## src/design/xy2_100_frame_pin_encoder_macros.svh

```systemverilog
// Assertion macros shared by the frame pin encoder.
`ifndef XY2_100_FRAME_PIN_ENCODER_MACROS_SVH
`define XY2_100_FRAME_PIN_ENCODER_MACROS_SVH

// Same-cycle implication, checked on every rising edge outside reset.
`define XY2_ASSERT_NOW(label, ante, cons, msg) \
  label: assert property (@(posedge clk_i) disable iff (!rst_ni) (ante) |-> (cons)) \
    else $error(msg);

// Next-cycle implication, checked on every rising edge outside reset.
`define XY2_ASSERT_NEXT(label, ante, cons, msg) \
  label: assert property (@(posedge clk_i) disable iff (!rst_ni) (ante) |=> (cons)) \
    else $error(msg);

`endif

```

## src/design/xy2_pkg.sv

```systemverilog
// Shared types, constants and pattern tables of the XY2-100 frame pin encoder.
`timescale 1ns / 1ps

package xy2_pkg;

  localparam int unsigned CoordW         = 16;
  localparam int unsigned FrameBits      = 20;
  localparam int unsigned ResultsPerItem = 2 * FrameBits;
  localparam int unsigned QueueDepthDef  = 2;

  localparam logic [2:0]        FrameHeader = 3'b001;
  localparam logic [CoordW-1:0] SignFlip    = 16'h8000;

  typedef struct packed {
    logic [CoordW-1:0] x_pos;
    logic [CoordW-1:0] y_pos;
  } in_t;

  typedef struct packed {
    logic [7:0] pin_pattern;
    logic       last;
  } out_t;

  typedef struct packed {
    logic [FrameBits-1:0] fx;
    logic [FrameBits-1:0] fy;
  } frame_t;

  localparam logic [15:0] SyncHighTab [4] = '{16'hd2c3, 16'h9687, 16'h5a4b, 16'h1e0f};
  localparam logic [15:0] SyncLowTab  [4] = '{16'hf0e1, 16'hb4a5, 16'h7869, 16'h3c2d};

  // Header 001, data MSB first, then a parity bit that makes the frame even.
  function automatic logic [FrameBits-1:0] build_frame(input logic [CoordW-1:0] data);
    build_frame = {FrameHeader, data, ~(^data)};
  endfunction

  function automatic logic [15:0] bit_pattern(input logic [1:0] sel, input logic sync_low);
    bit_pattern = sync_low ? SyncLowTab[sel] : SyncHighTab[sel];
  endfunction

endpackage

```

## src/design/xy2_front.sv

```systemverilog
// Front end: holds the sign mode and turns one position request into two frames.
`timescale 1ns / 1ps

module xy2_front import xy2_pkg::*; (
  input  logic   clk_i,
  input  logic   rst_ni,
  input  logic   cfg_we_i,
  input  logic   cfg_wdata_i,
  input  in_t    in_i,
  output frame_t frame_o
);

  logic              coord_signed_q;
  logic [CoordW-1:0] flip;
  logic [CoordW-1:0] x_data;
  logic [CoordW-1:0] y_data;

  always_ff @(posedge clk_i or negedge rst_ni) begin
    if (!rst_ni) begin
      coord_signed_q <= 1'b0;
    end else if (cfg_we_i) begin
      coord_signed_q <= cfg_wdata_i;
    end
  end

  // Flipping the MSB maps two's complement onto offset binary.
  assign flip   = coord_signed_q ? SignFlip : '0;
  assign x_data = in_i.x_pos ^ flip;
  assign y_data = in_i.y_pos ^ flip;

  assign frame_o.fx = build_frame(x_data);
  assign frame_o.fy = build_frame(y_data);

endmodule

```

## src/design/xy2_queue.sv

```systemverilog
// Short frame queue between the front end and the serializer.
`timescale 1ns / 1ps

module xy2_queue import xy2_pkg::*; #(
  parameter int unsigned Depth = QueueDepthDef  // at least 2
) (
  input  logic   clk_i,
  input  logic   rst_ni,
  input  logic   push_i,
  input  frame_t data_i,
  output logic   full_o,
  input  logic   pop_i,
  output logic   valid_o,
  output frame_t data_o
);

  localparam int unsigned PtrW = $clog2(Depth);
  localparam int unsigned CntW = $clog2(Depth + 1);
  localparam logic [PtrW-1:0] PtrLast = PtrW'(Depth - 1);
  localparam logic [CntW-1:0] CntFull = CntW'(Depth);

  frame_t          mem_q [Depth];
  logic [PtrW-1:0] wr_ptr_q, wr_ptr_d;
  logic [PtrW-1:0] rd_ptr_q, rd_ptr_d;
  logic [CntW-1:0] cnt_q, cnt_d;
  logic            do_push, do_pop;

  assign full_o  = (cnt_q == CntFull);
  assign valid_o = (cnt_q != '0);
  assign data_o  = mem_q[rd_ptr_q];
  assign do_push = push_i && !full_o;
  assign do_pop  = pop_i && valid_o;

  always_comb begin
    wr_ptr_d = wr_ptr_q;
    rd_ptr_d = rd_ptr_q;
    cnt_d    = cnt_q;
    if (do_push) begin
      wr_ptr_d = (wr_ptr_q == PtrLast) ? '0 : wr_ptr_q + 1'b1;
    end
    if (do_pop) begin
      rd_ptr_d = (rd_ptr_q == PtrLast) ? '0 : rd_ptr_q + 1'b1;
    end
    if (do_push && !do_pop) begin
      cnt_d = cnt_q + 1'b1;
    end else if (do_pop && !do_push) begin
      cnt_d = cnt_q - 1'b1;
    end
  end

  always_ff @(posedge clk_i or negedge rst_ni) begin
    if (!rst_ni) begin
      wr_ptr_q <= '0;
      rd_ptr_q <= '0;
      cnt_q    <= '0;
    end else begin
      wr_ptr_q <= wr_ptr_d;
      rd_ptr_q <= rd_ptr_d;
      cnt_q    <= cnt_d;
    end
  end

  always_ff @(posedge clk_i) begin
    if (do_push) begin
      mem_q[wr_ptr_q] <= data_i;
    end
  end

endmodule

```

## src/design/xy2_back.sv

```systemverilog
// Serializer: walks a frame pair MSB first and emits two pin patterns per bit.
`timescale 1ns / 1ps

module xy2_back import xy2_pkg::*; (
  input  logic   clk_i,
  input  logic   rst_ni,
  input  logic   valid_i,
  input  frame_t frame_i,
  output logic   ready_o,
  input  logic   pop_i,
  output logic   empty_o,
  output out_t   result_o
);

  localparam int unsigned CntW = $clog2(ResultsPerItem);
  localparam logic [CntW-1:0] CntLast   = CntW'(ResultsPerItem - 1);
  localparam logic [CntW-2:0] ParityPos = (CntW - 1)'(FrameBits - 1);

  logic                 busy_q;
  logic [CntW-1:0]      cnt_q;
  logic [FrameBits-1:0] fx_q, fy_q;
  logic                 take;
  logic                 load;
  logic [15:0]          pat;

  assign take    = pop_i && busy_q;
  assign load    = valid_i && (!busy_q || (take && cnt_q == CntLast));
  assign ready_o = load;
  assign empty_o = !busy_q;

  // The parity bit is the last bit of the frame and is sent with the sync-low table.
  assign pat = bit_pattern({fy_q[FrameBits-1], fx_q[FrameBits-1]},
                           cnt_q[CntW-1:1] == ParityPos);

  assign result_o.pin_pattern = cnt_q[0] ? pat[15:8] : pat[7:0];
  assign result_o.last        = (cnt_q == CntLast);

  always_ff @(posedge clk_i or negedge rst_ni) begin
    if (!rst_ni) begin
      busy_q <= 1'b0;
      cnt_q  <= '0;
    end else if (load) begin
      busy_q <= 1'b1;
      cnt_q  <= '0;
    end else if (take) begin
      if (cnt_q == CntLast) begin
        busy_q <= 1'b0;
        cnt_q  <= '0;
      end else begin
        cnt_q <= cnt_q + 1'b1;
      end
    end
  end

  always_ff @(posedge clk_i) begin
    if (load) begin
      fx_q <= frame_i.fx;
      fy_q <= frame_i.fy;
    end else if (take && cnt_q[0]) begin
      fx_q <= {fx_q[FrameBits-2:0], 1'b0};
      fy_q <= {fy_q[FrameBits-2:0], 1'b0};
    end
  end

endmodule

```

## src/design/xy2_100_frame_pin_encoder.sv

```systemverilog
// Top level of the XY2-100 frame pin encoder.
//
// Input channel: a position request (in_i) is taken at a rising edge with
// push high and full low. Output channel: while empty is low, result_o holds
// the oldest pin pattern; it is taken at a rising edge with pop high.
// Each position yields 40 pin patterns: 20 frame bits, low byte then high
// byte, with last set on the 40th.
// With the block idle, an accepted position is first written to the frame
// queue, then loaded into the serializer's registers that drive result_o.
// Throughput: one pattern per cycle while pop stays high; the serializer's
// 40-step counter walks through each position's patterns.
// A short frame queue lets new positions be accepted while a frame pair is
// still being sent. When pop is low the current pattern simply holds, and
// push sees full once the queue is filled.
// cfg_we_i writes cfg_wdata_i to the sign mode; write it only while idle.
// Reset clears the sign mode to unsigned and empties queue and serializer.
`timescale 1ns / 1ps

module xy2_100_frame_pin_encoder import xy2_pkg::*; #(
  parameter int unsigned QueueDepth = QueueDepthDef
) (
  input  logic clk_i,
  input  logic rst_ni,
  input  logic cfg_we_i,
  input  logic cfg_wdata_i,
  input  logic push,
  output logic full,
  input  in_t  in_i,
  output logic empty,
  input  logic pop,
  output out_t result_o
);

  `include "xy2_100_frame_pin_encoder_macros.svh"

  frame_t front_frame;
  frame_t queue_frame;
  logic   queue_valid;
  logic   back_ready;

  xy2_front u_front (
    .clk_i       (clk_i),
    .rst_ni      (rst_ni),
    .cfg_we_i    (cfg_we_i),
    .cfg_wdata_i (cfg_wdata_i),
    .in_i        (in_i),
    .frame_o     (front_frame)
  );

  xy2_queue #(
    .Depth (QueueDepth)
  ) u_queue (
    .clk_i   (clk_i),
    .rst_ni  (rst_ni),
    .push_i  (push),
    .data_i  (front_frame),
    .full_o  (full),
    .pop_i   (back_ready),
    .valid_o (queue_valid),
    .data_o  (queue_frame)
  );

  xy2_back u_back (
    .clk_i    (clk_i),
    .rst_ni   (rst_ni),
    .valid_i  (queue_valid),
    .frame_i  (queue_frame),
    .ready_o  (back_ready),
    .pop_i    (pop),
    .empty_o  (empty),
    .result_o (result_o)
  );

  // The serializer grabs a waiting frame as soon as it is idle, so a full
  // queue always means a frame pair is being sent.
  `XY2_ASSERT_NOW(a_full_means_busy, full, !empty, "queue full while serializer idle")

  // An accepted request is either queued or already being serialized.
  `XY2_ASSERT_NEXT(a_push_lands, push && !full, queue_valid || !empty,
                   "accepted request vanished")

  // Taking the last pattern with nothing queued leaves the output empty.
  `XY2_ASSERT_NEXT(a_last_drains, pop && !empty && result_o.last && !queue_valid, empty,
                   "serializer stayed busy after final pattern")

  // A frame only moves to the serializer when it can start it.
  `XY2_ASSERT_NOW(a_load_when_free, back_ready,
                  queue_valid && (empty || (pop && result_o.last)),
                  "frame loaded while serializer busy")

endmodule

```

## config.mk

```make
export PLATFORM = sky130hd
export DESIGN_NAME = xy2_100_frame_pin_encoder
export DESIGN_NICKNAME = d
export VERILOG_FILES = /design/src/design/xy2_pkg.sv /design/src/design/xy2_front.sv /design/src/design/xy2_queue.sv /design/src/design/xy2_back.sv /design/src/design/xy2_100_frame_pin_encoder.sv
export VERILOG_INCLUDE_DIRS = /design/src /design/src/design
export SDC_FILE = /design/constraint.sdc
export NUM_CORES = 1
export LEC_CHECK = 0
export ABC_AREA = 0
export BUFFER_PORTS_ARGS = -buffer_cell sky130_fd_sc_hd__buf_2
export CORE_ASPECT_RATIO = 1.25
export CORE_MARGIN = 4
export CORE_UTILIZATION = 66
export CTS_BUF_LIST = sky130_fd_sc_hd__clkbuf_4 sky130_fd_sc_hd__clkbuf_8
export DETAILED_ROUTE_END_ITERATION = 8
export GPL_TIMING_DRIVEN = 0
export PLACE_DENSITY_LB_ADDON = 0.1
export SYNTH_ARGS = -nofsm -noshare
export SYNTH_HDL_FRONTEND = slang
export SYNTH_SLANG_ARGS = --single-unit
```

## constraint.sdc

```tcl
create_clock -name clk_i -period 5.65 [get_ports clk_i]
set_input_delay 0.565 -clock clk_i [delete_from_list [all_inputs] [get_ports clk_i]]
set_output_delay 0.565 -clock clk_i [all_outputs]
set_load 0.05 [all_outputs]
```

==> results of run 1 <==
-- logic make-up (layout without fill, tap and decap cells) --
group | after synthesis | after routing | synth area share [%]
AOI/OAI and AO/OA | 7 | 7 | 1.10
xor gates and xnor gates | 39 | 39 | 7.18
adders and majority gates | 2 | 2 | 0.487
buffers and inverters | 20 | 103 | 2.19
DFF | 120 | 120 | 69.0
muxes | 67 | 67 | 16.5
and+or+nand+nor | 33 | 33 | 3.53
-- layout make-up --
type	instances	share of cell area [%]
timing repair buffer	51	5.00
inverter	8	0.504
multi-input combinational	148	25.1
clock inverter	14	2.52
buffer	12	1.39
tap	92	1.93
sequential	120	59.5
clock buffer	18	4.06
-- report_power, final --
group	internal, W	switching, W
Combinational	0.000558	0.000593
Clock	0.000399	0.000345
Sequential	0.00141	0.000122
-- repair_timing --
item                                    CTS  global route
endpoints found under the setup margin    0             0
hold endpoints to repair                  7             0
buffers inserted                          0             0
hold buffers                              1             0
-- flip-flops by register name, summed over array words and instances, names as in the netlist --
signal / cells
u_back.fy_q: 20
u_front.coord_signed_q: 1
u_queue.rd_ptr_q: 1
u_back.busy_q: 1
u_queue.mem_q: 68
u_queue.cnt_q: 2
u_queue.wr_ptr_q: 1
u_back.cnt_q: 6
u_back.fx_q: 20
-- through the flow --
step | total power [W] | utilization [%] | area, µm²
floorplan | 0.00241 | - | 5140
global placement | 0.00263 | 73.4 | 5490
detailed placement | 0.00270 | 74.1 | 5550
CTS | 0.00346 | 79.5 | 5950
global route | 0.00361 | 79.5 | 5950
finish | 0.00343 | 79.5 | 5950
-- cells in the mapped netlist --
cell,number,area (µm²)
sky130_fd_sc_hd__nor2b_1,1,6.26
sky130_fd_sc_hd__clkbuf_1,1,3.75
sky130_fd_sc_hd__edfxtp_1,108,3240
sky130_fd_sc_hd__xnor3_1,2,45.0
sky130_fd_sc_hd__inv_1,8,30.0
sky130_fd_sc_hd__nor2_1,6,22.5
sky130_fd_sc_hd__buf_1,2,7.51
sky130_fd_sc_hd__xor2_1,8,70.1
sky130_fd_sc_hd__nor3b_2,1,12.5
sky130_fd_sc_hd__nand3_1,4,20.0
sky130_fd_sc_hd__mux2_4,26,390
sky130_fd_sc_hd__ha_1,2,25.0
sky130_fd_sc_hd__mux2_2,39,439
sky130_fd_sc_hd__buf_6,3,33.8
sky130_fd_sc_hd__o21ai_4,1,16.3
sky130_fd_sc_hd__dfrtp_1,12,300
sky130_fd_sc_hd__mux2i_1,2,20.0
sky130_fd_sc_hd__nor4_1,1,6.26
sky130_fd_sc_hd__o21ai_0,4,20.0
sky130_fd_sc_hd__and3_1,2,12.5
sky130_fd_sc_hd__buf_4,3,22.5
sky130_fd_sc_hd__and2_1,6,37.5
sky130_fd_sc_hd__nand2_1,4,15.0
sky130_fd_sc_hd__nor3b_1,1,7.51
sky130_fd_sc_hd__o31a_1,1,8.76
sky130_fd_sc_hd__nor3_1,3,15.0
sky130_fd_sc_hd__a41o_2,1,11.3
sky130_fd_sc_hd__nand3b_1,1,7.51
sky130_fd_sc_hd__nand2b_1,3,18.8
sky130_fd_sc_hd__buf_2,3,15.0
sky130_fd_sc_hd__xnor2_1,29,254
-- critical path: stages, from the launching register on --
cell and delay [ps]:
sky130_fd_sc_hd__dfrtp_1 440, sky130_fd_sc_hd__ha_1 270, sky130_fd_sc_hd__a41o_2 300, sky130_fd_sc_hd__o21ai_4 180, sky130_fd_sc_hd__buf_2 320, sky130_fd_sc_hd__nand2_2 270, sky130_fd_sc_hd__buf_12 270
-- path summary, 6_finish.rpt --
| kind | slack, ps | endpoint | cells past startpoint | start |
|---|---|---|---|---|
| hold reg to reg | 510 | u_back.fy_q[17]$_SDFFCE_PN1P_ | 1 | u_back.fy_q[16]$_DFFE_PP_ |
| max in group asynchronous | 4890 | u_queue.rd_ptr_q$_DFFE_PN0P_ | 2 | rst_ni |
| setup / recovery | 3330 | u_back.fy_q[9]$_DFFE_PP_ | 6 | u_back.cnt_q[0]$_DFFE_PN0P_ |
| setup reg to reg | 3330 | u_back.fy_q[9]$_DFFE_PP_ | 6 | u_back.cnt_q[0]$_DFFE_PN0P_ |
| hold / removal | 350 | u_queue.mem_q[1][11]$_DFFE_PP_ | 1 | in_i[10] |
| min in group asynchronous | 550 | u_back.cnt_q[5]$_DFFE_PN0P_ | 2 | rst_ni |
-- per-layer routing --
layer	wire [µm]	share of wire [%]	global-route usage, %
met1	3430	42	24.3
met2	4190	52	31.8
met3	416	5.1	5.46
met4	62	0.77	6.68
met5	0	0	0
==> key figures, run 1 <==
Status
  • Result of the run: completed

Global routing
  • Number of antenna violations at the first check in global routing: 0
  • Via count of the first global-routing pass: about 2600
  • Maximum number of pins on one net before global-route repair: 35
  • Combined global-route utilization of all metal layers: between 10% and 20%
  • Residual overflow from global routing: 0
  • Global-route wire length before repair: 13.1 mm

Placed design
  • Setup slack at placement: 3320 ps
  • Post-Place Cells: 430
  • Placer Congestion: roughly 0.84
  • PortBufs: 48
  • Detailed Place HPWL: 5.21 mm

Pwr
  • Power density relative to cell area: 576 mW/mm²
  • Leak Pwr: ~2.3 nW
  • Worst-case vdd ir drop: between 0.4 and 0.5 mV

CTS
  • Clock root buffer: sky130_fd_sc_hd__clkbuf_8
  • Deepest level of the CTS H-tree: 4
  • Clock slew at reported path FFs: 70 ps
  • Deepest clock path buffer count: 2
  • TritonCTS clock tree: done
  • Clk_lat worst skew: ~420 ps
  • Number of cells upsized or downsized after cts: 0
  • Number of buffers added by the clock tree synthesis step: 17
  • CTS Sinks: 120

Floorplan
  • Die width: roughly 87 µm
  • # rows: 35
  • I/O pin count: 49
  • Effective utilization at floorplan: approximately 70%
  • Area of the core region: 0.00749 mm²
  • Die Area: between 0.009 and 0.01 mm²
  • Die extent in y: around 110 µm

Layout
  • Antenna diode count: 0
  • Most common cell after layout, fill and taps aside: sky130_fd_sc_hd__edfxtp_1
  • Fraction of final layout cells sized beyond drive strength 1: approximately 43%
  • Number of nets in the finished design: approximately 400
  • Post-route non-filler standard cell count: around 460
  • Fill count: ~400
  • Area Growth Syn to Fin: 15.9%
  • FF+latch area: between 0.003 and 0.004 mm²
  • Leading cell types in the layout, fill and taps excluded: sky130_fd_sc_hd__edfxtp_1, sky130_fd_sc_hd__buf_2, sky130_fd_sc_hd__mux2_2, sky130_fd_sc_hd__xnor2_1, sky130_fd_sc_hd__mux2_4
  • Area taken by multi-input logic gates: between 0.001 and 0.0015 mm²

Worst setup path
  • Arrival @ worst endpoint: around 2500 ps
  • Peak fanout along the critical path: 27
  • Data required time at the worst endpoint: around 5800 ps
  • Critical path launch point type: register
  • CP endpoint kind: register
  • Kind of critical path: reg2reg

Drt
  • Wirelength, routed: about 8.1 mm
  • Remaining antenna violation count after routing: 0
  • Wirelength per Cell: approximately 17 µm
  • DRC violations left: 0
  • Mean number of vias per cell: roughly 5.5
  • Count of TritonRoute iterations in the first routing pass: 4
  • Vias: 2551
  • Number of DRC violations after detailed-routing iteration 0: 119

STA
  • Max Fclk: ~0.43 GHz
  • Final clock period utilization by the worst path: between 40 and 50%
  • Setup Viol. Count Final: 0
  • Tmin final: around 2300 ps
  • Setup repair after global routing missed its margin: no
  • Clock tree skew after final layout: roughly 10 ps
  • Hold_ws: 354 ps
  • Smallest setup slack after layout: 3330 ps
  • Total negative setup slack: 0 ps
  • Actual transition at the worst max-transition pin: 860 ps
  • Final count of hold timing violations: 0
  • Number of slew-limit violations in the final report: 0
  • Headroom to the max-slew limit: 42.6%

Synthesis
  • Area of the mapped netlist: 0.00514 mm²
  • Count of cell types in the netlist: 31
  • Cell count after synthesis: roughly 290
  • Net Count, Synth: approximately 330
  • Yosys warns: 0
  • Average size of a mapped cell: about 18 µm²
  • Sequential element share of the synthesized area: 69.0%
  • Post-synthesis register bit count: between 100 and 150

Min path
  • Path class of the lowest-slack min-delay path: in2reg

Job
  • Max-capacitance violation count: 0
No activity file was read; power rests on OpenSTA's default activity.
==> run 2: changes to the inputs <==
--- a/config.mk
+++ b/config.mk
@@ -6,11 +6,11 @@
 export SDC_FILE = /design/constraint.sdc
 export NUM_CORES = 1
 export LEC_CHECK = 0
-export ABC_AREA = 0
+export ABC_AREA = 1
 export BUFFER_PORTS_ARGS = -buffer_cell sky130_fd_sc_hd__buf_2
 export CORE_ASPECT_RATIO = 1.25
 export CORE_MARGIN = 4
-export CORE_UTILIZATION = 66
+export CORE_UTILIZATION = 62
 export CTS_BUF_LIST = sky130_fd_sc_hd__clkbuf_4 sky130_fd_sc_hd__clkbuf_8
 export DETAILED_ROUTE_END_ITERATION = 8
 export GPL_TIMING_DRIVEN = 0
==> constraint.sdc (replaced) <==
create_clock -name clk_i -period 2.3 [get_ports clk_i]
set_input_delay 0.23 -clock clk_i [delete_from_list [all_inputs] [get_ports clk_i]]
set_output_delay 0.23 -clock clk_i [all_outputs]
set_load 0.05 [all_outputs]
==> run 2 against run 1 <==
Compared with the run above: non-clock buffer count rose by 11; combinational power rose by 17%; hold slack got worse by 330 ps; sequential power rose by 100%; count of clock-buffer cells in the layout rose by 1; utilization fell by 5.5 points; design area rose by 7.5%; sequential share of layout area fell by 4.2 points; wire length rose by 22%; clock skew rose by 1.9 ps; total power rose by 82%; final cell count rose by 55%; highest routed layer unchanged.
==> key figures, run 2 <==
CTS
  • Clock slew at reported path FFs: 70 ps (about the same)
  • Clock root buffer: sky130_fd_sc_hd__clkbuf_8
  • Number of buffers added by the clock tree synthesis step: 17 (unchanged)
  • Clk_lat worst skew: 420 ps (about the same)
  • CTS Sinks: 120 (unchanged)
  • Deepest clock path buffer count: 2 (unchanged)
  • TritonCTS clock tree: done
  • Deepest level of the CTS H-tree: 4 (unchanged)

STA
  • Hold_ws: 23.9 ps (-330 ps)
  • Actual transition at the worst max-transition pin: 703 ps (-157 ps)
  • Tmin final: 2210 ps (-109 ps)
  • Headroom to the max-slew limit: 52.6% (+10 points)
  • Max Fclk: 0.452 GHz (+4.9%)
  • Number of slew-limit violations in the final report: 0 (unchanged)
  • Final count of hold timing violations: 0 (unchanged)
  • Clock tree skew after final layout: 11.9 ps (+1.94 ps)
  • Total negative setup slack: 0 ps (unchanged)
  • Setup Viol. Count Final: 0 (unchanged)
  • Final clock period utilization by the worst path: 96.2% (+55 points)

Layout
  • Fraction of final layout cells sized beyond drive strength 1: 20.4% (-23 points)
  • Leading registers by flop count: u_queue.mem_q: 68 flops, u_back.fx_q: 20 flops, u_back.fy_q: 20 flops
  • Most common cell after layout, fill and taps aside: sky130_fd_sc_hd__nand2_1
  • Antenna diode count: 0 (unchanged)
  • Number of nets in the finished design: 627 (+58%)
  • Number of flip-flops under the largest register name: 68 (unchanged)
  • Leading cell types in the layout, fill and taps excluded: sky130_fd_sc_hd__nand2_1, sky130_fd_sc_hd__edfxtp_1, sky130_fd_sc_hd__nor2_1, sky130_fd_sc_hd__buf_2, sky130_fd_sc_hd__inv_1
  • Register containing the most flip-flops in the final layout: u_queue.mem_q
  • Post-route non-filler standard cell count: 719 (+55%)
  • Area Growth Syn to Fin: 16.7%
  • Post-route design area: 0.00640 mm² (+7.5%)

Job
  • Max-capacitance violation count: 0 (unchanged)

Synthesis
  • Proportion of register bits with asynchronous set or reset after synthesis: 10.0% (unchanged)
  • Post-synthesis register bit count: 120 (unchanged)
  • Average size of a mapped cell: 10.7 µm² (-40%)
  • Top cells by area, synth: sky130_fd_sc_hd__edfxtp_1, sky130_fd_sc_hd__nand2_1, sky130_fd_sc_hd__nor2_1
  • Yosys warns: 0 (unchanged)
  • Count of cell types in the netlist: 32 (+3.2%)
  • Cell taking the most area after synthesis: sky130_fd_sc_hd__edfxtp_1
  • Post-synth top flop: sky130_fd_sc_hd__edfxtp_1
  • Top cell type's share of synthesized area: 59.1% (-4.0 points)
  • Cell count after synthesis: 511 (+77%)
  • Count leader, synth: sky130_fd_sc_hd__nand2_1
  • Area of the mapped netlist: 0.00548 mm² (+6.7%)
  • Top cell types by occurrence after synthesis: sky130_fd_sc_hd__nand2_1, sky130_fd_sc_hd__edfxtp_1, sky130_fd_sc_hd__nor2_1, sky130_fd_sc_hd__inv_1, sky130_fd_sc_hd__o21a_1
  • EDFF count, synth: 108 (unchanged)
  • Sequential element share of the synthesized area: 64.6% (-4.4 points)
  • Net Count, Synth: 551 (+68%)

Pwr
  • Net switching power: 0.00183 W (+73%)
  • Internal power component: 0.00440 W (+86%)
  • Leak Pwr: 2.64 nW (+15%)
  • Proportion of power drawn by combinational gates: 21.5% (-12 points)
  • Total power consumption of the routed design: 0.00624 W (+82%)
  • Switching power as a share of total power: 29.4% (-1.5 points)
  • Share of power burned in registers: 49.3% (+4.6 points)
  • Clock share of power: 29.2% (+7.5 points)
  • Power density relative to cell area: 974 mW/mm² (+69%)
  • Worst-case vdd ir drop: 0.515 mV (+15%)

Drt
  • Wirelength, routed: 9.86 mm (+22%)
  • Number of DRC violations after detailed-routing iteration 0: 202 (+70%)
  • Wirelength per Cell: 13.7 µm (-22%)
  • Count of TritonRoute iterations in the first routing pass: 4 (unchanged)
  • DRC violations left: 0 (unchanged)
  • Remaining antenna violation count after routing: 0 (unchanged)
  • Mean number of vias per cell: 5.06 (-8.1%)
  • Vias: 3641 (+43%)

Worst setup path
  • R2r endpoint: u_back.fy_q[1]$_DFFE_PP_
  • Critical path launch point type: register
  • Origin of the critical flop-to-flop path: u_back.cnt_q[0]$_DFFE_PN0P_
  • Arrival @ worst endpoint: 2320 ps (-170 ps)
  • Data required time at the worst endpoint: 2410 ps (-3400 ps)
  • Slowest cell delay on critical path: 430 ps (about the same)
  • Critical Path, Cell by Cell: ha_1, nand3_2, inv_2, nand2_4, nand2_8, clkinvlp_4, buf_4, o21ai_4, buf_12
  • Kind of critical path: reg2reg
  • Peak fanout along the critical path: 30 (+11%)
  • Critical path's slowest cell: sky130_fd_sc_hd__dfrtp_1
  • CP endpoint kind: register
  • Worst path top cell family by delay: buffers and inverters
  • Worst reg2reg setup slack: 90 ps (-3240 ps)
  • Crit path buf inv count: 4 (+2)
  • Number of cells on the worst reg-to-reg path: 9 (+3)

Placed design
  • Placed standard-cell area: 0.00596 mm² (+7.4%)
  • PortBufs: 48 (unchanged)
  • Detailed Place HPWL: 6.92 mm (+33%)
  • Post-Place Cells: 682 (+59%)
  • Placer Congestion: 0.739 (-12%)

Min path
  • Hold path depth: 1 (unchanged)
  • Startpoint of the worst hold path: in_i[12]
  • Endpoint of the worst hold-timing path: u_queue.mem_q[1][13]$_DFFE_PP_
  • Path class of the lowest-slack min-delay path: in2reg

Floorplan
  • Die Area: 0.0104 mm² (+12%)
  • Die width: 92.1 µm (+6.0%)
  • I/O pin count: 49 (unchanged)
  • # rows: 38 (+8.6%)
  • Die extent in y: 113 µm (+6.1%)
  • Effective utilization at floorplan: 63.4% (-5.2 points)
  • Area of the core region: 0.00865 mm² (+16%)

Global routing
  • Global-route wire length before repair: 16.4 mm (+25%)
  • Combined global-route utilization of all metal layers: 20.8% (+1.5 points)
  • Number of antenna violations at the first check in global routing: 0 (unchanged)
  • Maximum number of pins on one net before global-route repair: 32 (-8.6%)
  • Residual overflow from global routing: 0 (unchanged)
  • Via count of the first global-routing pass: 3618 (+38%)

Status
  • Result of the run: completed
[run 2: changes by cell type in the layout (fill, tap and decap cells not counted), moves of 18 or more]
cell and change:
sky130_fd_sc_hd__inv_1 +40, sky130_fd_sc_hd__mux2_2 -39, sky130_fd_sc_hd__mux2_4 -26, sky130_fd_sc_hd__nand2_1 +114
sky130_fd_sc_hd__nor2_1 +80, sky130_fd_sc_hd__o21a_1 +32, sky130_fd_sc_hd__o21ai_1 +18, sky130_fd_sc_hd__xnor2_1 -23
[run 2: cells by family after synthesis]
| group | share of synthesized area [%] |
|---|---|
| xor+xnor | 2.05 |
| buf+inv | 6.32 |
| simple gates | 16.8 |
| fa+ha+maj | 0.456 |
| compound gates | 9.72 |
| flops | 64.6 |
[run 2: final cells by class]
| class | instances | area (µm²) |
|---|---|---|
| buffer | 17 | 151 |
| clock buffer | 19 | 249 |
| clock inverter | 12 | 134 |
| fill | 622 | 2250 |
| inverter | 52 | 199 |
| multi-input combinational | 322 | 1620 |
| sequential | 120 | 3540 |
| tap | 120 | 150 |
| timing repair buffer | 57 | 353 |
[run 2: worst max path at each step]
stage	start	to	slack (ps)	cells after the start
finish	u_back.cnt_q[0]$_DFFE_PN0P_	u_back.fy_q[1]$_DFFE_PP_	90	9
global route	u_back.cnt_q[0]$_DFFE_PN0P_	u_queue.cnt_q[1]$_DFFE_PN0P_	-10	10
CTS	u_back.cnt_q[0]$_DFFE_PN0P_	u_queue.cnt_q[1]$_DFFE_PN0P_	130	10
detailed placement	u_back.cnt_q[0]$_DFFE_PN0P_	u_queue.cnt_q[1]$_DFFE_PN0P_	180	10
global placement	u_queue.cnt_q[1]$_DFFE_PN0P_	u_queue.mem_q[1][10]$_DFFE_PP_	-250	3
floorplan	u_back.cnt_q[0]$_DFFE_PN0P_	u_back.fx_q[0]$_SDFFCE_PP0P_	80	2
[run 2: metal layers]
| metal | up-vias | track usage, % | part of all wire, % |
|---|---|---|---|
| met3 | 15 | 5.65 | 4.6 |
| li1 | 1847 | - | - |
| met4 | 0 | 7.43 | 1.4 |
| met1 | 1700 | 25.0 | 42 |
| met5 | - | 0 | 0 |
| met2 | 79 | 35.9 | 51 |
[run 2: through the flow]
| stage | worst slack, ps | utilization, % |
|---|---|---|
| 2_1_floorplan | 79.0 | - |
| 3_3_place_gp | -255 | 68.0 |
| 3_5_place_dp | 182 | 68.9 |
| 4_1_cts | 130 | 73.7 |
| 5_1_grt | -13.2 | 74.0 |
| 6_report | 87.1 | 74.0 |
[run 2: power groups by stage]
stage	logic [W]	clock network [W]	registers, W
6_report	0.00134	0.00182	0.00307
4_1_cts	0.00136	0.00184	0.00307
3_3_place_gp	0.00122	0	0.00311
3_5_place_dp	0.00135	0	0.00311
5_1_grt	0.00151	0.00195	0.00311
2_1_floorplan	0.000935	0	0.00308
[run 2: worst register-to-register path, cell delays in order, from the launching register on]
cell                         delay [ps]
sky130_fd_sc_hd__dfrtp_1            430
sky130_fd_sc_hd__ha_1               240
sky130_fd_sc_hd__nand3_2            140
sky130_fd_sc_hd__inv_2              110
sky130_fd_sc_hd__nand2_4             70
sky130_fd_sc_hd__nand2_8            130
sky130_fd_sc_hd__clkinvlp_4         180
sky130_fd_sc_hd__buf_4              180
sky130_fd_sc_hd__o21ai_4            160
sky130_fd_sc_hd__buf_12             260
[run 2: what timing repair did]
item	4_1_cts	5_1_grt
hold buffers	3	0
endpoints found under the hold margin	13	0
endpoints found under the setup margin	0	1
buffers inserted	0	3
gates resized for setup	0	1
